--- config.mk ---
export PLATFORM = sky130hd
export DESIGN_NAME = lvc_mul_unit
export DESIGN_NICKNAME = d
export VERILOG_FILES = /design/src/rtl/lvc_pkg.sv /design/src/rtl/lvc_mul_unit.sv
export SDC_FILE = /design/constraint.sdc
export NUM_CORES = 2
export LEC_CHECK = 0
export BUFFER_PORTS_ARGS = -buffer_cell sky130_fd_sc_hd__buf_2
export CAP_MARGIN = 40
export CORE_ASPECT_RATIO = 0.5
export CORE_MARGIN = 2
export CORE_UTILIZATION = 35
export CTS_CLUSTER_DIAMETER = 60
export CTS_CLUSTER_SIZE = 14
export DETAILED_ROUTE_END_ITERATION = 16
export PLACE_DENSITY = 0.48
export SYNTH_ARGS = -nofsm -noshare
export SYNTH_HDL_FRONTEND = slang
export SYNTH_SLANG_ARGS = --single-unit
--- constraint.sdc ---
create_clock -name aclk -period 22 [get_ports aclk]
set_input_delay 4.4 -clock aclk [delete_from_list [all_inputs] [get_ports aclk]]
set_output_delay 4.4 -clock aclk [all_outputs]
set_load 0.02 [all_outputs]
--- src/rtl/lvc_pkg.sv ---
// shared types, constants and the microcode table of the lat/lon vertex unit
// no dependencies; every other file refers to this package by scoped names
package lvc_pkg;

    localparam int unsigned MAX_POINTS = 65536;

    localparam int LAT_W   = 24;
    localparam int LON_W   = 25;
    localparam int COORD_W = 25;
    localparam int RAD_W   = 24;
    localparam int CNT_W   = 16;
    localparam int IDX_W   = 2;
    localparam int STEP_W  = 6;
    localparam int S_DATA_W = 56;
    localparam int M_DATA_W = 96;

    typedef logic signed [31:0] word_t;
    typedef logic signed [COORD_W-1:0] coord_t;

    localparam word_t Q30_ONE       = 32'sh4000_0000;
    localparam word_t RAD_PER_DEG   = 32'sd18740330;
    localparam word_t FLAT_HALF_DIV = 32'sd90;
    localparam longint COORD_LIM    = 64'sd16777215;
    localparam word_t FLAT_Z        = -32'sd131;
    localparam logic [RAD_W-1:0] RADIUS_RESET = 24'd65536;

    localparam logic [IDX_W-1:0] REG_RADIUS = 2'd0;
    localparam logic [IDX_W-1:0] REG_MODE   = 2'd1;

    // reciprocals rounded up, Q32
    localparam longint unsigned TWO32 = 64'd4294967296;
    localparam word_t RECIP_6   = word_t'((TWO32 + 64'd5) / 64'd6);
    localparam word_t RECIP_12  = word_t'((TWO32 + 64'd11) / 64'd12);
    localparam word_t RECIP_20  = word_t'((TWO32 + 64'd19) / 64'd20);
    localparam word_t RECIP_30  = word_t'((TWO32 + 64'd29) / 64'd30);
    localparam word_t RECIP_42  = word_t'((TWO32 + 64'd41) / 64'd42);
    localparam word_t RECIP_56  = word_t'((TWO32 + 64'd55) / 64'd56);
    localparam word_t RECIP_180 = word_t'((TWO32 + 64'd179) / 64'd180);

    typedef enum logic [2:0] {
        ST_IDLE,
        ST_REDUCE,
        ST_RUN,
        ST_DRAIN,
        ST_DONE
    } state_t;

    typedef enum logic [4:0] {
        SRC_D0, SRC_D1, SRC_K,
        SRC_T0, SRC_T1, SRC_T2_0, SRC_T2_1,
        SRC_S0, SRC_S1, SRC_C0, SRC_C1,
        SRC_SIN0, SRC_SIN1, SRC_COS0, SRC_COS1,
        SRC_PX, SRC_PY, SRC_RAD, SRC_RECIP,
        SRC_ABS_LAT, SRC_ABS_LON
    } src_t;

    typedef enum logic [3:0] {
        DST_T0, DST_T1, DST_T2_0, DST_T2_1,
        DST_S0, DST_S1, DST_C0, DST_C1,
        DST_PX, DST_PY, DST_X, DST_Y, DST_Z
    } dst_t;

    typedef enum logic [2:0] {
        PST_RND16,      // round half away, shift 16
        PST_RND30,      // round half away, shift 30
        PST_DIV_ONE,    // one minus quotient
        PST_HALF_ONE,   // one minus rounded product halved
        PST_SAT30,      // round, shift 30, clamp to coordinate range
        PST_DIV_SIGN,   // quotient with sign restored
        PST_FLAT_Z
    } post_t;

    typedef enum logic [2:0] {
        DV_NONE, DV_6, DV_12, DV_20, DV_30, DV_42, DV_56, DV_180
    } dvs_t;

    typedef struct packed {
        src_t  a;
        src_t  b;
        post_t post;
        dvs_t  dv;
        dst_t  dst;
        logic  last;
    } uop_t;

    typedef struct packed {
        logic  reduce;
        logic  issue;
        uop_t  uop;
    } seq_ctl_t;

    typedef struct packed {
        logic  valid;
        word_t a;
        word_t b;
        logic  neg;
        post_t post;
        dvs_t  dv;
        dst_t  dst;
    } issue_t;

    typedef struct packed {
        logic  valid;
        dst_t  dst;
        word_t value;
    } wb_t;

    localparam logic [STEP_W-1:0] SPHERE_START = 6'd0;
    localparam logic [STEP_W-1:0] FLAT_START   = 6'd33;

    function automatic word_t div_recip(input dvs_t dv);
        word_t r;
        case (dv)
            DV_6:    r = RECIP_6;
            DV_12:   r = RECIP_12;
            DV_20:   r = RECIP_20;
            DV_30:   r = RECIP_30;
            DV_42:   r = RECIP_42;
            DV_56:   r = RECIP_56;
            DV_180:  r = RECIP_180;
            default: r = '0;
        endcase
        return r;
    endfunction

    function automatic logic [7:0] div_const(input dvs_t dv);
        logic [7:0] k;
        case (dv)
            DV_6:    k = 8'd6;
            DV_12:   k = 8'd12;
            DV_20:   k = 8'd20;
            DV_30:   k = 8'd30;
            DV_42:   k = 8'd42;
            DV_56:   k = 8'd56;
            DV_180:  k = 8'd180;
            default: k = 8'd1;
        endcase
        return k;
    endfunction

    function automatic uop_t mk(input src_t a, input src_t b, input post_t post,
                                input dvs_t dv, input dst_t dst, input logic last);
        uop_t u;
        u.a    = a;
        u.b    = b;
        u.post = post;
        u.dv   = dv;
        u.dst  = dst;
        u.last = last;
        return u;
    endfunction

    // lat and lon ops alternate so each result is written back before its next use
    function automatic uop_t uop_at(input logic [STEP_W-1:0] step);
        uop_t u;
        case (step)
            6'd0:  u = mk(SRC_D0,    SRC_K,     PST_RND16,    DV_NONE, DST_T0,   1'b0);
            6'd1:  u = mk(SRC_D1,    SRC_K,     PST_RND16,    DV_NONE, DST_T1,   1'b0);
            6'd2:  u = mk(SRC_T0,    SRC_T0,    PST_RND30,    DV_NONE, DST_T2_0, 1'b0);
            6'd3:  u = mk(SRC_T1,    SRC_T1,    PST_RND30,    DV_NONE, DST_T2_1, 1'b0);
            // cosine series
            6'd4:  u = mk(SRC_T2_0,  SRC_RECIP, PST_DIV_ONE,  DV_56,   DST_C0,   1'b0);
            6'd5:  u = mk(SRC_T2_1,  SRC_RECIP, PST_DIV_ONE,  DV_56,   DST_C1,   1'b0);
            6'd6:  u = mk(SRC_T2_0,  SRC_C0,    PST_RND30,    DV_NONE, DST_C0,   1'b0);
            6'd7:  u = mk(SRC_T2_1,  SRC_C1,    PST_RND30,    DV_NONE, DST_C1,   1'b0);
            6'd8:  u = mk(SRC_C0,    SRC_RECIP, PST_DIV_ONE,  DV_30,   DST_C0,   1'b0);
            6'd9:  u = mk(SRC_C1,    SRC_RECIP, PST_DIV_ONE,  DV_30,   DST_C1,   1'b0);
            6'd10: u = mk(SRC_T2_0,  SRC_C0,    PST_RND30,    DV_NONE, DST_C0,   1'b0);
            6'd11: u = mk(SRC_T2_1,  SRC_C1,    PST_RND30,    DV_NONE, DST_C1,   1'b0);
            6'd12: u = mk(SRC_C0,    SRC_RECIP, PST_DIV_ONE,  DV_12,   DST_C0,   1'b0);
            6'd13: u = mk(SRC_C1,    SRC_RECIP, PST_DIV_ONE,  DV_12,   DST_C1,   1'b0);
            6'd14: u = mk(SRC_T2_0,  SRC_C0,    PST_HALF_ONE, DV_NONE, DST_C0,   1'b0);
            6'd15: u = mk(SRC_T2_1,  SRC_C1,    PST_HALF_ONE, DV_NONE, DST_C1,   1'b0);
            // sine series
            6'd16: u = mk(SRC_T2_0,  SRC_RECIP, PST_DIV_ONE,  DV_42,   DST_S0,   1'b0);
            6'd17: u = mk(SRC_T2_1,  SRC_RECIP, PST_DIV_ONE,  DV_42,   DST_S1,   1'b0);
            6'd18: u = mk(SRC_T2_0,  SRC_S0,    PST_RND30,    DV_NONE, DST_S0,   1'b0);
            6'd19: u = mk(SRC_T2_1,  SRC_S1,    PST_RND30,    DV_NONE, DST_S1,   1'b0);
            6'd20: u = mk(SRC_S0,    SRC_RECIP, PST_DIV_ONE,  DV_20,   DST_S0,   1'b0);
            6'd21: u = mk(SRC_S1,    SRC_RECIP, PST_DIV_ONE,  DV_20,   DST_S1,   1'b0);
            6'd22: u = mk(SRC_T2_0,  SRC_S0,    PST_RND30,    DV_NONE, DST_S0,   1'b0);
            6'd23: u = mk(SRC_T2_1,  SRC_S1,    PST_RND30,    DV_NONE, DST_S1,   1'b0);
            6'd24: u = mk(SRC_S0,    SRC_RECIP, PST_DIV_ONE,  DV_6,    DST_S0,   1'b0);
            6'd25: u = mk(SRC_S1,    SRC_RECIP, PST_DIV_ONE,  DV_6,    DST_S1,   1'b0);
            6'd26: u = mk(SRC_T0,    SRC_S0,    PST_RND30,    DV_NONE, DST_S0,   1'b0);
            6'd27: u = mk(SRC_T1,    SRC_S1,    PST_RND30,    DV_NONE, DST_S1,   1'b0);
            // vertex: z first, as the lon sine lands after the lat sine
            6'd28: u = mk(SRC_SIN0,  SRC_RAD,   PST_SAT30,    DV_NONE, DST_Z,    1'b0);
            6'd29: u = mk(SRC_COS0,  SRC_COS1,  PST_RND30,    DV_NONE, DST_PX,   1'b0);
            6'd30: u = mk(SRC_COS0,  SRC_SIN1,  PST_RND30,    DV_NONE, DST_PY,   1'b0);
            6'd31: u = mk(SRC_PX,    SRC_RAD,   PST_SAT30,    DV_NONE, DST_X,    1'b0);
            6'd32: u = mk(SRC_PY,    SRC_RAD,   PST_SAT30,    DV_NONE, DST_Y,    1'b1);
            // flat projection
            6'd33: u = mk(SRC_ABS_LAT, SRC_RECIP, PST_DIV_SIGN, DV_180, DST_X,  1'b0);
            6'd34: u = mk(SRC_ABS_LON, SRC_RECIP, PST_DIV_SIGN, DV_180, DST_Y,  1'b0);
            6'd35: u = mk(SRC_RAD,   SRC_RAD,   PST_FLAT_Z,   DV_NONE, DST_Z,    1'b1);
            default: u = mk(SRC_RAD, SRC_RAD,   PST_FLAT_Z,   DV_NONE, DST_Z,    1'b1);
        endcase
        return u;
    endfunction

endpackage

--- src/rtl/lvc_mul_unit.sv ---
// shared 32x32 signed multiplier with registered product and result post-processing
// (rounding shifts, signed reciprocal division with correction, saturation, flat z); uses lvc_pkg
module lvc_mul_unit (
    input  logic             aclk,
    input  logic             aresetn,
    input  lvc_pkg::issue_t  iss,
    output lvc_pkg::wb_t     wb
);

    localparam longint H16 = 64'sd32768;
    localparam longint H30 = 64'sd536870912;

    logic signed [63:0] prod_reg;
    lvc_pkg::word_t     opa_reg;
    logic               neg_reg;
    lvc_pkg::post_t     post_reg;
    lvc_pkg::dvs_t      dv_reg;
    lvc_pkg::dst_t      dst_reg;
    logic               vld_reg;

    logic signed [63:0] r16;
    logic signed [63:0] r30;
    logic [31:0]        qe;
    logic [39:0]        qk;
    logic [31:0]        qc;
    lvc_pkg::word_t     value;

    always_ff @(posedge aclk) begin
        if (!aresetn) begin
            vld_reg <= 1'b0;
        end else begin
            vld_reg <= iss.valid;
        end
        if (iss.valid) begin
            prod_reg <= 64'(iss.a) * 64'(iss.b);
            opa_reg  <= iss.a;
            neg_reg  <= iss.neg;
            post_reg <= iss.post;
            dv_reg   <= iss.dv;
            dst_reg  <= iss.dst;
        end
    end

    always_comb begin
        // round half away from zero
        if (prod_reg[63]) begin
            r16 = -((-prod_reg + H16) >>> 16);
            r30 = -((-prod_reg + H30) >>> 30);
        end else begin
            r16 = (prod_reg + H16) >>> 16;
            r30 = (prod_reg + H30) >>> 30;
        end
        // reciprocal estimate is exact or one high
        qe = prod_reg[63:32];
        qk = 40'(qe) * 40'(lvc_pkg::div_const(dv_reg));
        qc = (qk > 40'($unsigned(opa_reg))) ? qe - 32'd1 : qe;
    end

    always_comb begin
        case (post_reg)
            lvc_pkg::PST_RND16:    value = 32'(r16);
            lvc_pkg::PST_RND30:    value = 32'(r30);
            lvc_pkg::PST_DIV_ONE:  value = lvc_pkg::Q30_ONE - $signed(qc);
            lvc_pkg::PST_HALF_ONE: value = lvc_pkg::Q30_ONE - 32'(r30 >>> 1);
            lvc_pkg::PST_SAT30: begin
                if (r30 > lvc_pkg::COORD_LIM) begin
                    value = 32'(lvc_pkg::COORD_LIM);
                end else if (r30 < -lvc_pkg::COORD_LIM) begin
                    value = 32'(-lvc_pkg::COORD_LIM);
                end else begin
                    value = 32'(r30);
                end
            end
            lvc_pkg::PST_DIV_SIGN: value = neg_reg ? -$signed(qc) : $signed(qc);
            lvc_pkg::PST_FLAT_Z:   value = lvc_pkg::FLAT_Z;
            default:               value = '0;
        endcase
    end

    assign wb.valid = vld_reg;
    assign wb.dst   = dst_reg;
    assign wb.value = value;

endmodule

==> metrics.md <==
| Metric | Value |
|---|---|
| Status | `complete, no violations` |
| RSZ-0062 raised after global routing | `no` |
| WP depth | `50` |
| Area of the multi-input gates | `49500 um^2` |
| Min cycle time layout | `17.98 ns` |
| Reg area | `3230 um^2` |
| Post-placement cell area | `62200 um^2` |
| Root Driver | `clkbuf_16` |
| Asr flop ratio synth | `0%` |
| Placed Cells | `9003` |
| Vias/cell | `5.25` |
| Net count, final | `8373` |
| Slew @ Worst Pin | `1.06 ns` |
| Post-Synthesis Cells | `6886` |
| Max stage delay cell, worst path | `edfxtp_1` |
| Clock buffer depth | `2` |
| Sequential element share of the synthesized area | `5.47%` |
| Worst-path maximum fanout | `33` |
| WP data arrival | `13.58 ns` |
| Post-synth cell types | `114` |
| CP Capture Type | `primary output` |
| Layout area overhead | `5.84%` |
| DRT iter0 DRCs | `3647` |
| # IOs | `115` |
| Ys flop type | `edfxtp_1` |
| Worst rel slew slack | `27.5%` |
| Count leader, synth | `inv_1` |
| Clk slew on worst S/H paths | `0.12 ns` |
| Die W | `585 um` |
| Top cells by count, synth | `1304 x inv_1, 1231 x fa_1, 994 x nand2_1` |
| Final setup TNS | `0 ns` |
| Drt pass-1 iters | `6` |
| Mapped Avg Cell Area | `8.58 um^2` |
| # H-tree levels | `3` |
| Initial antenna violation count | `9` |
| Post-route cell area | `62600 um^2` |
| Area share of the largest cell type after synthesis | `41.7%` |
| Fill cells | `17517` |
| Final ANT Viol Nets | `0` |
| Die H | `295 um` |
| Hold Buf Count CTS | `0` |
| Die Area | `172000 um^2` |
| WHS | `4.14 ns` |
| # resized after CTS | `0` |
| Slew Viols, Final | `0` |
| Largest net degree at the start of global routing | `72` |
| Hold path depth | `1` |
| CTS tree | `done` |
| Crit start category | `flip-flop` |
| Max FFs per register | `64` |
| Post-synth EDFFs | `107` |
| DP HPWL | `156000 um` |
| CP Buf/Inv Count | `9` |
| Post-Syn Area | `59100 um^2` |
| First-pass GRT wire length | `313000 um` |
| Postcts setup bufs | `0` |
| Syn_nets | `8512` |
| Max-cap violations | `0` |
| Via count | `47350` |
| Routed WL | `204000 um` |
| Crit path kind | `flip-flop to primary output` |
| Port bufs | `114` |
| Post-route insts no fill | `9024` |
| CP required | `17.60 ns` |
| Top delay family on crit path | `compound AO/OA/AOI/OAI gates` |
| Leading area contributor after synthesis | `fa_1` |
| Share of layout cells above drive strength 1 | `5.66%` |
| Vias in the first global route | `48968` |
| GR Overflow Total | `0` |
| Core area | `167000 um^2` |
| Detailed-route DRC error count | `0` |
| Maximum clock rate | `55.6 MHz` |
| Num CTS Buffers | `9` |
| WL per Instance | `22.6 um` |
| # clock sinks | `108` |
| HP Class | `input pin to flip-flop` |
| Final hold vios | `0` |
| Initial core utilization | `35.3%` |
| Synthesized flop and latch total | `108` |
| RePlAce Congestion | `0.941` |
| Final period utilization | `81.7%` |
| Gr usage total | `24.1%` |
| Synth area leaders | `fa_1 42%, inv_1 8.3%, ha_1 6.7%, nand2_1 6.3%, edfxtp_1 5.4%` |
| Synth Warn # | `0` |
| Crit path largest cell delay | `0.66 ns` |
| Final setup fails | `0` |
| # rows | `106` |
==> cells by family after synthesis <==
family                   share of synthesized area (%)
buffers and inverters                             10.9
AND/OR/NAND/NOR                                   20.6
AO/OA/AOI/OAI                                     8.53
XOR/XNOR                                          5.55
flip-flops                                        5.47
adder cells (fa/ha/maj)                           48.4
multiplexers                                     0.478
==> stage by stage <==
stage | utilization (%) | setup WS [ns]
2_1_floorplan | - | 6.71
3_3_place_gp | 36.9 | 3.90
3_5_place_dp | 37.2 | 4.59
4_1_cts | 37.4 | 4.09
5_1_grt | 37.4 | 3.13
6_report | 37.4 | 4.02
==> metal layers <==
layer	GRT usage, %	vias up	part of all wire [%]
li1	-	21297	-
met1	35.6	24294	48
met2	37.5	1524	44
met3	2.97	231	6.2
met4	5.27	4	2.4
met5	0	-	0.013
==> cell type report <==
type | count | share of cell area [%]
clock buffer | 9 | 0.360
inverter | 1307 | 7.84
clock inverter | 7 | 0.142
multi-input combinational | 5080 | 79.0
sequential | 108 | 5.17
antenna | 4 | 0.0160
tap | 2268 | 4.54
timing repair buffer | 241 | 2.89
==> final timing paths <==
path  startpoint          end  slack, ns
max    dv_reg[1]       wb[28]       4.02
min       iss[9]  post_reg[2]       4.14
==> placed cells by master (no fill, tap or decap), types with 13 or more instances in the layout <==
master / count
nand2_1: 994
nor2b_1: 25
nor4_2: 14
buf_2: 117
o31ai_1: 22
o21a_1: 27
mux2i_1: 17
inv_1: 1304
a21oi_1: 168
and4_1: 17
nor3_1: 113
a31oi_1: 33
nor2_1: 251
nand3_1: 123
a211oi_1: 43
or4_1: 29
o21ai_0: 107
a21o_1: 68
edfxtp_1: 107
or2_2: 18
ha_1: 317
o211ai_1: 36
a31o_2: 14
and3_1: 38
fa_1: 1229
or3_1: 42
nor4b_1: 14
nor4_1: 76
buf_4: 103
xnor2_1: 261
o21bai_1: 13
xor2_1: 112
nand2b_1: 56
and2_1: 449
o211a_1: 14
nand4_1: 79
Power is left out: the tool's default activity adds up to more than one toggle a clock period on the data nets, which glitch-free logic cannot reach.
