[config.mk]
export PLATFORM = sky130hd
export DESIGN_NAME = lvc_seq
export DESIGN_NICKNAME = d
export VERILOG_FILES = /design/src/rtl/lvc_pkg.sv /design/src/rtl/lvc_seq.sv
export SDC_FILE = /design/constraint.sdc
export NUM_CORES = 1
export LEC_CHECK = 0
export ABC_AREA = 1
export BUFFER_PORTS_ARGS = -buffer_cell sky130_fd_sc_hd__buf_2
export CORE_ASPECT_RATIO = 0.8
export CORE_UTILIZATION = 51
export CTS_CLUSTER_SIZE = 14
export DETAILED_ROUTE_END_ITERATION = 10
export GPL_ROUTABILITY_DRIVEN = 0
export PLACE_DENSITY = 0.76
export SLEW_MARGIN = 20
export SYNTH_ARGS = -nofsm -noshare
export SYNTH_HDL_FRONTEND = slang
export SYNTH_SLANG_ARGS = --single-unit
[constraint.sdc]
create_clock -name aclk -period 2.78 [get_ports aclk]
set_clock_uncertainty 0.05 [all_clocks]
set_input_delay 0.417 -clock aclk [delete_from_list [all_inputs] [get_ports aclk]]
set_output_delay 0.417 -clock aclk [all_outputs]
set_load 0.05 [all_outputs]
[src/rtl/lvc_pkg.sv]
// shared types, constants and the microcode table of the lat/lon vertex unit
// no dependencies; every other file refers to this package by scoped names
package lvc_pkg;

    localparam int unsigned MAX_POINTS = 65536;

    localparam int LAT_W   = 24;
    localparam int LON_W   = 25;
    localparam int COORD_W = 25;
    localparam int RAD_W   = 24;
    localparam int CNT_W   = 16;
    localparam int IDX_W   = 2;
    localparam int STEP_W  = 6;
    localparam int S_DATA_W = 56;
    localparam int M_DATA_W = 96;

    typedef logic signed [31:0] word_t;
    typedef logic signed [COORD_W-1:0] coord_t;

    localparam word_t Q30_ONE       = 32'sh4000_0000;
    localparam word_t RAD_PER_DEG   = 32'sd18740330;
    localparam word_t FLAT_HALF_DIV = 32'sd90;
    localparam longint COORD_LIM    = 64'sd16777215;
    localparam word_t FLAT_Z        = -32'sd131;
    localparam logic [RAD_W-1:0] RADIUS_RESET = 24'd65536;

    localparam logic [IDX_W-1:0] REG_RADIUS = 2'd0;
    localparam logic [IDX_W-1:0] REG_MODE   = 2'd1;

    // reciprocals rounded up, Q32
    localparam longint unsigned TWO32 = 64'd4294967296;
    localparam word_t RECIP_6   = word_t'((TWO32 + 64'd5) / 64'd6);
    localparam word_t RECIP_12  = word_t'((TWO32 + 64'd11) / 64'd12);
    localparam word_t RECIP_20  = word_t'((TWO32 + 64'd19) / 64'd20);
    localparam word_t RECIP_30  = word_t'((TWO32 + 64'd29) / 64'd30);
    localparam word_t RECIP_42  = word_t'((TWO32 + 64'd41) / 64'd42);
    localparam word_t RECIP_56  = word_t'((TWO32 + 64'd55) / 64'd56);
    localparam word_t RECIP_180 = word_t'((TWO32 + 64'd179) / 64'd180);

    typedef enum logic [2:0] {
        ST_IDLE,
        ST_REDUCE,
        ST_RUN,
        ST_DRAIN,
        ST_DONE
    } state_t;

    typedef enum logic [4:0] {
        SRC_D0, SRC_D1, SRC_K,
        SRC_T0, SRC_T1, SRC_T2_0, SRC_T2_1,
        SRC_S0, SRC_S1, SRC_C0, SRC_C1,
        SRC_SIN0, SRC_SIN1, SRC_COS0, SRC_COS1,
        SRC_PX, SRC_PY, SRC_RAD, SRC_RECIP,
        SRC_ABS_LAT, SRC_ABS_LON
    } src_t;

    typedef enum logic [3:0] {
        DST_T0, DST_T1, DST_T2_0, DST_T2_1,
        DST_S0, DST_S1, DST_C0, DST_C1,
        DST_PX, DST_PY, DST_X, DST_Y, DST_Z
    } dst_t;

    typedef enum logic [2:0] {
        PST_RND16,      // round half away, shift 16
        PST_RND30,      // round half away, shift 30
        PST_DIV_ONE,    // one minus quotient
        PST_HALF_ONE,   // one minus rounded product halved
        PST_SAT30,      // round, shift 30, clamp to coordinate range
        PST_DIV_SIGN,   // quotient with sign restored
        PST_FLAT_Z
    } post_t;

    typedef enum logic [2:0] {
        DV_NONE, DV_6, DV_12, DV_20, DV_30, DV_42, DV_56, DV_180
    } dvs_t;

    typedef struct packed {
        src_t  a;
        src_t  b;
        post_t post;
        dvs_t  dv;
        dst_t  dst;
        logic  last;
    } uop_t;

    typedef struct packed {
        logic  reduce;
        logic  issue;
        uop_t  uop;
    } seq_ctl_t;

    typedef struct packed {
        logic  valid;
        word_t a;
        word_t b;
        logic  neg;
        post_t post;
        dvs_t  dv;
        dst_t  dst;
    } issue_t;

    typedef struct packed {
        logic  valid;
        dst_t  dst;
        word_t value;
    } wb_t;

    localparam logic [STEP_W-1:0] SPHERE_START = 6'd0;
    localparam logic [STEP_W-1:0] FLAT_START   = 6'd33;

    function automatic word_t div_recip(input dvs_t dv);
        word_t r;
        case (dv)
            DV_6:    r = RECIP_6;
            DV_12:   r = RECIP_12;
            DV_20:   r = RECIP_20;
            DV_30:   r = RECIP_30;
            DV_42:   r = RECIP_42;
            DV_56:   r = RECIP_56;
            DV_180:  r = RECIP_180;
            default: r = '0;
        endcase
        return r;
    endfunction

    function automatic logic [7:0] div_const(input dvs_t dv);
        logic [7:0] k;
        case (dv)
            DV_6:    k = 8'd6;
            DV_12:   k = 8'd12;
            DV_20:   k = 8'd20;
            DV_30:   k = 8'd30;
            DV_42:   k = 8'd42;
            DV_56:   k = 8'd56;
            DV_180:  k = 8'd180;
            default: k = 8'd1;
        endcase
        return k;
    endfunction

    function automatic uop_t mk(input src_t a, input src_t b, input post_t post,
                                input dvs_t dv, input dst_t dst, input logic last);
        uop_t u;
        u.a    = a;
        u.b    = b;
        u.post = post;
        u.dv   = dv;
        u.dst  = dst;
        u.last = last;
        return u;
    endfunction

    // lat and lon ops alternate so each result is written back before its next use
    function automatic uop_t uop_at(input logic [STEP_W-1:0] step);
        uop_t u;
        case (step)
            6'd0:  u = mk(SRC_D0,    SRC_K,     PST_RND16,    DV_NONE, DST_T0,   1'b0);
            6'd1:  u = mk(SRC_D1,    SRC_K,     PST_RND16,    DV_NONE, DST_T1,   1'b0);
            6'd2:  u = mk(SRC_T0,    SRC_T0,    PST_RND30,    DV_NONE, DST_T2_0, 1'b0);
            6'd3:  u = mk(SRC_T1,    SRC_T1,    PST_RND30,    DV_NONE, DST_T2_1, 1'b0);
            // cosine series
            6'd4:  u = mk(SRC_T2_0,  SRC_RECIP, PST_DIV_ONE,  DV_56,   DST_C0,   1'b0);
            6'd5:  u = mk(SRC_T2_1,  SRC_RECIP, PST_DIV_ONE,  DV_56,   DST_C1,   1'b0);
            6'd6:  u = mk(SRC_T2_0,  SRC_C0,    PST_RND30,    DV_NONE, DST_C0,   1'b0);
            6'd7:  u = mk(SRC_T2_1,  SRC_C1,    PST_RND30,    DV_NONE, DST_C1,   1'b0);
            6'd8:  u = mk(SRC_C0,    SRC_RECIP, PST_DIV_ONE,  DV_30,   DST_C0,   1'b0);
            6'd9:  u = mk(SRC_C1,    SRC_RECIP, PST_DIV_ONE,  DV_30,   DST_C1,   1'b0);
            6'd10: u = mk(SRC_T2_0,  SRC_C0,    PST_RND30,    DV_NONE, DST_C0,   1'b0);
            6'd11: u = mk(SRC_T2_1,  SRC_C1,    PST_RND30,    DV_NONE, DST_C1,   1'b0);
            6'd12: u = mk(SRC_C0,    SRC_RECIP, PST_DIV_ONE,  DV_12,   DST_C0,   1'b0);
            6'd13: u = mk(SRC_C1,    SRC_RECIP, PST_DIV_ONE,  DV_12,   DST_C1,   1'b0);
            6'd14: u = mk(SRC_T2_0,  SRC_C0,    PST_HALF_ONE, DV_NONE, DST_C0,   1'b0);
            6'd15: u = mk(SRC_T2_1,  SRC_C1,    PST_HALF_ONE, DV_NONE, DST_C1,   1'b0);
            // sine series
            6'd16: u = mk(SRC_T2_0,  SRC_RECIP, PST_DIV_ONE,  DV_42,   DST_S0,   1'b0);
            6'd17: u = mk(SRC_T2_1,  SRC_RECIP, PST_DIV_ONE,  DV_42,   DST_S1,   1'b0);
            6'd18: u = mk(SRC_T2_0,  SRC_S0,    PST_RND30,    DV_NONE, DST_S0,   1'b0);
            6'd19: u = mk(SRC_T2_1,  SRC_S1,    PST_RND30,    DV_NONE, DST_S1,   1'b0);
            6'd20: u = mk(SRC_S0,    SRC_RECIP, PST_DIV_ONE,  DV_20,   DST_S0,   1'b0);
            6'd21: u = mk(SRC_S1,    SRC_RECIP, PST_DIV_ONE,  DV_20,   DST_S1,   1'b0);
            6'd22: u = mk(SRC_T2_0,  SRC_S0,    PST_RND30,    DV_NONE, DST_S0,   1'b0);
            6'd23: u = mk(SRC_T2_1,  SRC_S1,    PST_RND30,    DV_NONE, DST_S1,   1'b0);
            6'd24: u = mk(SRC_S0,    SRC_RECIP, PST_DIV_ONE,  DV_6,    DST_S0,   1'b0);
            6'd25: u = mk(SRC_S1,    SRC_RECIP, PST_DIV_ONE,  DV_6,    DST_S1,   1'b0);
            6'd26: u = mk(SRC_T0,    SRC_S0,    PST_RND30,    DV_NONE, DST_S0,   1'b0);
            6'd27: u = mk(SRC_T1,    SRC_S1,    PST_RND30,    DV_NONE, DST_S1,   1'b0);
            // vertex: z first, as the lon sine lands after the lat sine
            6'd28: u = mk(SRC_SIN0,  SRC_RAD,   PST_SAT30,    DV_NONE, DST_Z,    1'b0);
            6'd29: u = mk(SRC_COS0,  SRC_COS1,  PST_RND30,    DV_NONE, DST_PX,   1'b0);
            6'd30: u = mk(SRC_COS0,  SRC_SIN1,  PST_RND30,    DV_NONE, DST_PY,   1'b0);
            6'd31: u = mk(SRC_PX,    SRC_RAD,   PST_SAT30,    DV_NONE, DST_X,    1'b0);
            6'd32: u = mk(SRC_PY,    SRC_RAD,   PST_SAT30,    DV_NONE, DST_Y,    1'b1);
            // flat projection
            6'd33: u = mk(SRC_ABS_LAT, SRC_RECIP, PST_DIV_SIGN, DV_180, DST_X,  1'b0);
            6'd34: u = mk(SRC_ABS_LON, SRC_RECIP, PST_DIV_SIGN, DV_180, DST_Y,  1'b0);
            6'd35: u = mk(SRC_RAD,   SRC_RAD,   PST_FLAT_Z,   DV_NONE, DST_Z,    1'b1);
            default: u = mk(SRC_RAD, SRC_RAD,   PST_FLAT_Z,   DV_NONE, DST_Z,    1'b1);
        endcase
        return u;
    endfunction

endpackage

[src/rtl/lvc_seq.sv]
// sequencer: state machine and microcode step counter driving the shared multiplier
// uses lvc_pkg for the state type and the microcode table
module lvc_seq (
    input  logic              aclk,
    input  logic              aresetn,
    input  logic              start,
    input  logic              mode,
    input  logic              out_free,
    output lvc_pkg::seq_ctl_t ctl,
    output logic              ready,
    output logic              load
);

    lvc_pkg::state_t state_reg, state_next;
    logic [lvc_pkg::STEP_W-1:0] step_reg, step_next;
    lvc_pkg::uop_t uop;

    assign uop = lvc_pkg::uop_at(step_reg);

    always_ff @(posedge aclk) begin
        if (!aresetn) begin
            state_reg <= lvc_pkg::ST_IDLE;
            step_reg  <= '0;
        end else begin
            state_reg <= state_next;
            step_reg  <= step_next;
        end
    end

    always_comb begin
        state_next = state_reg;
        step_next  = step_reg;
        case (state_reg)
            lvc_pkg::ST_IDLE: begin
                if (start) begin
                    state_next = lvc_pkg::ST_REDUCE;
                end
            end
            lvc_pkg::ST_REDUCE: begin
                step_next  = mode ? lvc_pkg::SPHERE_START : lvc_pkg::FLAT_START;
                state_next = lvc_pkg::ST_RUN;
            end
            lvc_pkg::ST_RUN: begin
                if (uop.last) begin
                    state_next = lvc_pkg::ST_DRAIN;
                end else begin
                    step_next = step_reg + 1'b1;
                end
            end
            lvc_pkg::ST_DRAIN: begin
                state_next = lvc_pkg::ST_DONE;
            end
            lvc_pkg::ST_DONE: begin
                if (out_free) begin
                    state_next = lvc_pkg::ST_IDLE;
                end
            end
            default: state_next = lvc_pkg::ST_IDLE;
        endcase
    end

    always_comb begin
        ctl.reduce = (state_reg == lvc_pkg::ST_REDUCE);
        ctl.issue  = (state_reg == lvc_pkg::ST_RUN);
        ctl.uop    = uop;
        ready      = (state_reg == lvc_pkg::ST_IDLE);
        load       = (state_reg == lvc_pkg::ST_DONE) && out_free;
    end

endmodule

==> results.md, run 1 <==
* Status: completed
* Synth Area in XOR/XNOR at 0%
* First drt pass iteration count at 4
* Commonest non-fill, non-tap cell in the layout: nand2_1
* Detailed placement HPWL at 2790 um
* H-tree depth at 2
* Synth Register Bits at 30
* Most frequent cells in the layout: nand2_1 (61), inv_1 (31), dfxtp_1 (30)
* Detail Route Antenna Nets at 0
* Main combinational cell family by area after synthesis: simple AND/OR/NAND/NOR gates
* Reg clk slew, reported paths at 0.06 ns
* Root Buffer: clkbuf_8
* Num ports at 30
* Final-report setup violation count at 0
* Synth Area per Inst at 7.47 um2
* Crit end category: register
* Post-synthesis mux area share at 0%
* Num CTS Buffers at 5
* TNS Setup at 0 ns
* Vias per cell at 4.95
* WL per Instance at 12.1 um
* Final core occ at 62.7%
* Vias in the first global route at 1324
* TritonCTS clock tree: yes
* Final min period at 2.48 ns
* Total grt overflow at 0
* Slowest stage delay, CP at 0.54 ns
* Critical Path RT at 2.90 ns
* Critical path, cell by cell: inv_1, nand3_4, nand2_8, nand2_1, nand3_1, inv_1, ha_1, inv_1, nand2_1, inv_1, nand3_1, nand2_1, nor2_1, a21oi_2
* Setup CP Type: reg -> reg
* Max-Cap Viols at 0
* GRT Total Usage at 24.1%
* Crit-path max FO at 10
* Share of cells above drive strength 1 at 27.2%
* Setup Fix Bufs, Post-CTS at 0
* Slew Limit Headroom at 75.0%
* Number of antenna violations at the first check in global routing at 0
* Hold crit path type: in -> reg
* Layout Cells excl Fill at 305
* Rows at 18
* Worst-Skew Late Latency at 0.28 ns
* Leak Pwr at 1.06 nW
* Clk sinks at 30
* DRT iter0 DRCs at 104
* RSZ-0062 raised after global routing: false
* Placed Instances at 298
* First-pass GRT wire length at 6420 um
* Buffers on Ports at 29
* Cells resized by post-CTS repair at 0
* VDD IR max at 0.000584 V
* WP data arrival at 2.60 ns
* Cell area after synthesis at 0.00173 mm2
* Routed vias at 1509
* Initial Util at 54.7%
* Hold_ws at 0.422 ns
* Sequential area share after synthesis at 34.8%
* Mapped Cells at 231
* Area share of fa/ha/maj cells after synthesis at 5.80%
* # diodes at 0
* Cell mode on critical path: inv_1
* Final period util at 89.3%
* Post-route DRC at 0
* Max Transition Viols Final at 0
* Startpoint Class: register
* Syn_nets at 244
* Pwr/cell area at 1070 mW/mm2
* Peak Freq at 403 MHz
* Power Total at 2.12 mW
* Compound-Gate Fraction of Synth Area at 7.18%
* CTS Hold Bufs at 0
* Number of flip-flops in the largest register at 21
* Die Width at 67.0 um
* Worst-case clock buffer depth at 2
* Slew @ Worst Pin at 0.374 ns
* Routed Wire Length at 3690 um
* Die height at 54.0 um
* Largest net degree at the start of global routing at 14
* Synth cell types at 29
* Core area at 0.00315 mm2
* Final #Nets at 278
* Critical path's slowest cell: dfxtp_1
* Simple-gate area share of the yosys netlist at 41.9%
* DIE AREA at 0.00362 mm2
* Final hold vios at 0
* Filler cell count at 288
* Layout area overhead at 14.5%
* Ys Warns at 0
[cells by family (layout without fill, tap and decap cells)]
kind of cell | Yosys count | in the layout
buffers and inverters | 40 | 74
AO/OA/AOI/OAI | 20 | 20
flip-flops | 30 | 30
AND/OR/NAND/NOR | 133 | 133
adder cells (fa/ha/maj) | 8 | 8
[power by group]
group          internal [mW]  switching (mW)
clock network          0.167           0.154
logic                  0.294           0.880
registers              0.563          0.0588
total                   1.02            1.09
[synthesized netlist by cell type (all sizes together)]
library cell / count / area, um2
a21oi: 6 / 33.8
buf: 5 / 46.3
dfxtp: 30 / 601
ha: 8 / 100
inv: 35 / 131
nand2: 73 / 328
nand3: 26 / 180
nand3b: 4 / 33.8
nand4: 2 / 12.5
nor2: 26 / 158
nor3: 1 / 5.00
nor4: 1 / 6.26
o211ai: 1 / 7.51
o21a: 1 / 7.51
o21ai: 11 / 66.3
o311ai: 1 / 8.76
[critical path: cells and delay by family, from the launching register on]
family	cells	cell delay, ns
flip-flops	1	0.54
AND/OR/NAND/NOR	8	0.94
adder cells (fa/ha/maj)	1	0.21
AO/OA/AOI/OAI	1	0.06
buffers and inverters	4	0.57
[stage by stage]
step           setup slack (ns)  instance area (um2)
6_report                  0.299                 1980
5_1_grt                  0.0570                 1980
4_1_cts                   0.315                 1980
3_5_place_dp              0.357                 1900
3_3_place_gp              0.505                 1900
2_1_floorplan             0.318                 1730
[per-layer routing]
metal  GRT usage [%]  vias up  routed length [um]
met5               0        -                   0
met4            7.45        0                  37
met3            5.72        5                 163
met2            34.3       45                1530
met1            35.3      662                1960
li1                -      797                   -
[final timing paths]
path	startpoint	endpoint	slack, ns	cells past startpoint
max	state_reg[1]$_SDFFE_PN0P_	uop[12]$_DFF_P_	0.30	14
min reg2reg	state_reg[2]$_SDFFE_PN0P_	state_reg[2]$_SDFFE_PN0P_	0.53	2
min	out_free	state_reg[2]$_SDFFE_PN0P_	0.42	4
max reg2reg	state_reg[1]$_SDFFE_PN0P_	uop[12]$_DFF_P_	0.30	14
[final cells by class]
type                    count  area [um2]  area share [%]
multi-input cells         161         947            47.9
clock inverters             2        10.0           0.507
repair buffers             32         168            8.49
clock buffers               5        68.8            3.48
inverters                  35         131            6.65
well taps                  40        50.0            2.53
flip-flops and latches     30         601            30.4
(Power assumes the default switching activity.)
==> inputs of run 2 (changes only) <==
--- a/config.mk
+++ b/config.mk
@@ -8,11 +8,11 @@
 export ABC_AREA = 1
 export BUFFER_PORTS_ARGS = -buffer_cell sky130_fd_sc_hd__buf_2
 export CORE_ASPECT_RATIO = 0.8
-export CORE_UTILIZATION = 51
+export CORE_UTILIZATION = 50
 export CTS_CLUSTER_SIZE = 14
 export DETAILED_ROUTE_END_ITERATION = 10
 export GPL_ROUTABILITY_DRIVEN = 0
-export PLACE_DENSITY = 0.76
+export PLACE_DENSITY = 0.74
 export SLEW_MARGIN = 20
 export SYNTH_ARGS = -nofsm -noshare
 export SYNTH_HDL_FRONTEND = slang
==> run 2 against run 1 <==
Combinational power is essentially flat; cell count shrank 0.33%; global-route usage shrank 1.2 points; critical path depth is the same; via count is essentially flat; largest power group unchanged; routed wire length shrank 4.1%; cell area shrank 0.38%; maximum frequency is essentially flat; die area grew 1.9%; sequential power is essentially flat.
==> results.md, run 2 (synthesis results as in run 1) <==
* Status: completed
* DRT iter0 DRCs at 92 (-12%)
* Area of all placed cells without fillers at 0.00197 mm2 (-0.38%)
* Largest net degree at the start of global routing at 14 (unchanged)
* Detailed placement HPWL at 2750 um (-1.4%)
* Max Transition Viols Final at 0 (unchanged)
* TritonCTS clock tree: yes
* Peak Freq at 403 MHz (about the same)
* Vias in the first global route at 1270 (-4.1%)
* Hold_ws at 0.435 ns (+0.0136 ns)
* Final hold vios at 0 (unchanged)
* Final-report setup violation count at 0 (unchanged)
* Max-Cap Viols at 0 (unchanged)
* Detail Route Antenna Nets at 0 (unchanged)
* Reg clk slew, reported paths at 0.06 ns (about the same)
* Die Width at 67.7 um (+0.96%)
* Startpoint Class: register
* # diodes at 0 (unchanged)
* WL met2 at 1470 um (-4.4%)
* Crit-path max FO at 10 (unchanged)
* CTS Hold Bufs at 0 (unchanged)
* Wl on met1 at 1820 um (-7.2%)
* Clk sinks at 30 (unchanged)
* Slew @ Worst Pin at 0.419 ns (+0.0441 ns)
* Rows at 18 (unchanged)
* Cell mode on critical path: inv_1
* Setup Fix Bufs, Post-CTS at 0 (unchanged)
* GRT Total Usage at 22.9% (-1.2 points)
* Initial Util at 54.3% (-0.39 points)
* Critical path, cell by cell: inv_1, nand3_4, nand2_8, nand2_1, nand3_1, inv_1, ha_1, inv_1, nand2_1, inv_1, nand3_1, nand2_1, nor2_1, a21oi_2
* Power Total at 2.10 mW (-0.80%)
* Final min period at 2.48 ns (-0.00124 ns)
* WL per Instance at 11.7 um (-3.7%)
* DIE AREA at 0.00369 mm2 (+1.9%)
* Commonest non-fill, non-tap cell in the layout: nand2_1
* Layout area overhead at 14.1%
* Final #Nets at 277 (-0.36%)
* TNS Setup at 0 ns (unchanged)
* Routed vias at 1508 (-0.066%)
* Critical Path RT at 2.90 ns (about the same)
* Top layer in use: met4
* Crit end category: register
* RSZ-0062 raised after global routing: false
* Die height at 54.5 um (+0.95%)
* First drt pass iteration count at 4 (unchanged)
* Root Buffer: clkbuf_8
* Slowest stage delay, CP at 0.53 ns (about the same)
* Post-route DRC at 0 (unchanged)
* Num ports at 30 (unchanged)
* Worst R2R Setup Slack at 0.30 ns (about the same)
* Setup CP Type: reg -> reg
* Hold crit path type: in -> reg
* Num CTS Buffers at 5 (unchanged)
* Share of cells above drive strength 1 at 26.9% (-0.28 points)
* Metal3 WL at 235 um (+44%)
* Worst-Skew Late Latency at 0.27 ns (about the same)
* WP data arrival at 2.60 ns (about the same)
* VDD IR max at 0.000608 V (+4.1%)
* Final period util at 89.2% (about the same)
* Buffers on Ports at 29 (unchanged)
* Number of antenna violations at the first check in global routing at 0 (unchanged)
* Most frequent cells in the layout: nand2_1 (61), inv_1 (31), dfxtp_1 (30)
* Pwr/cell area at 1070 mW/mm2 (-0.42%)
* Critical path's slowest cell: dfxtp_1
* Routed Wire Length at 3540 um (-4.1%)
* Worst-case clock buffer depth at 2 (unchanged)
* First-pass GRT wire length at 5950 um (-7.2%)
* Slew Limit Headroom at 71.9% (-3.0 points)
* Leak Pwr at 1.06 nW (-0.39%)
* Cells resized by post-CTS repair at 0 (unchanged)
* Vias per cell at 4.96 (+0.26%)
* H-tree depth at 2 (unchanged)
* Number of flip-flops in the largest register at 21 (unchanged)
* Final core occ at 62.0% (-0.68 points)
* Post-DP Area at 0.00189 mm2 (-0.40%)
* Total grt overflow at 0 (unchanged)
* Core area at 0.00318 mm2 (+0.71%)
[run 2: cell types whose count changed in the layout (fill, tap and decap cells not counted)]
cell   change
buf_4      -1
[run 2: stage by stage]
stage               cells  setup WS [ns]
global placement      297          0.491
detailed placement    297          0.333
global route          304         0.0704
CTS                   304          0.316
finish                304          0.300
floorplan             231          0.318
[run 2: final timing paths]
kind,start,endpoint,cells past startpoint
setup / recovery,state_reg[1]$_SDFFE_PN0P_,uop[12]$_DFF_P_,14
hold / removal,out_free,state_reg[2]$_SDFFE_PN0P_,4
setup reg to reg,state_reg[1]$_SDFFE_PN0P_,uop[12]$_DFF_P_,14
hold reg to reg,state_reg[2]$_SDFFE_PN0P_,state_reg[2]$_SDFFE_PN0P_,2
[run 2: critical path, delay by kind of cell (launching register included)]
kind | cells | cell delay, ns
AND/OR/NAND/NOR | 8 | 0.95
adder cells (fa/ha/maj) | 1 | 0.22
buffers and inverters | 4 | 0.56
flip-flops | 1 | 0.53
AO/OA/AOI/OAI | 1 | 0.06
[run 2: power breakdown]
part | internal, mW | leakage, nW | switching (mW) | total [mW]
sequential | 0.563 | 0.247 | 0.0595 | 0.623
clock | 0.167 | 0.0438 | 0.146 | 0.314
combinational | 0.295 | 0.765 | 0.868 | 1.16
total | 1.03 | 1.06 | 1.07 | 2.10
[run 2: layout make-up]
cell class,count,area (um2)
clock inverters,2,10.0
fillers,292,1210
well taps,40,50.0
inverters,35,131
flip-flops and latches,30,601
repair buffers,31,160
multi-input cells,161,947
clock buffers,5,68.8
[run 2: routing by layer]
metal,vias to the layer above,global-route usage (%)
li1,787,-
met1,678,33.6
met2,40,31.5
met3,3,6.88
met4,0,6.74
met5,-,0
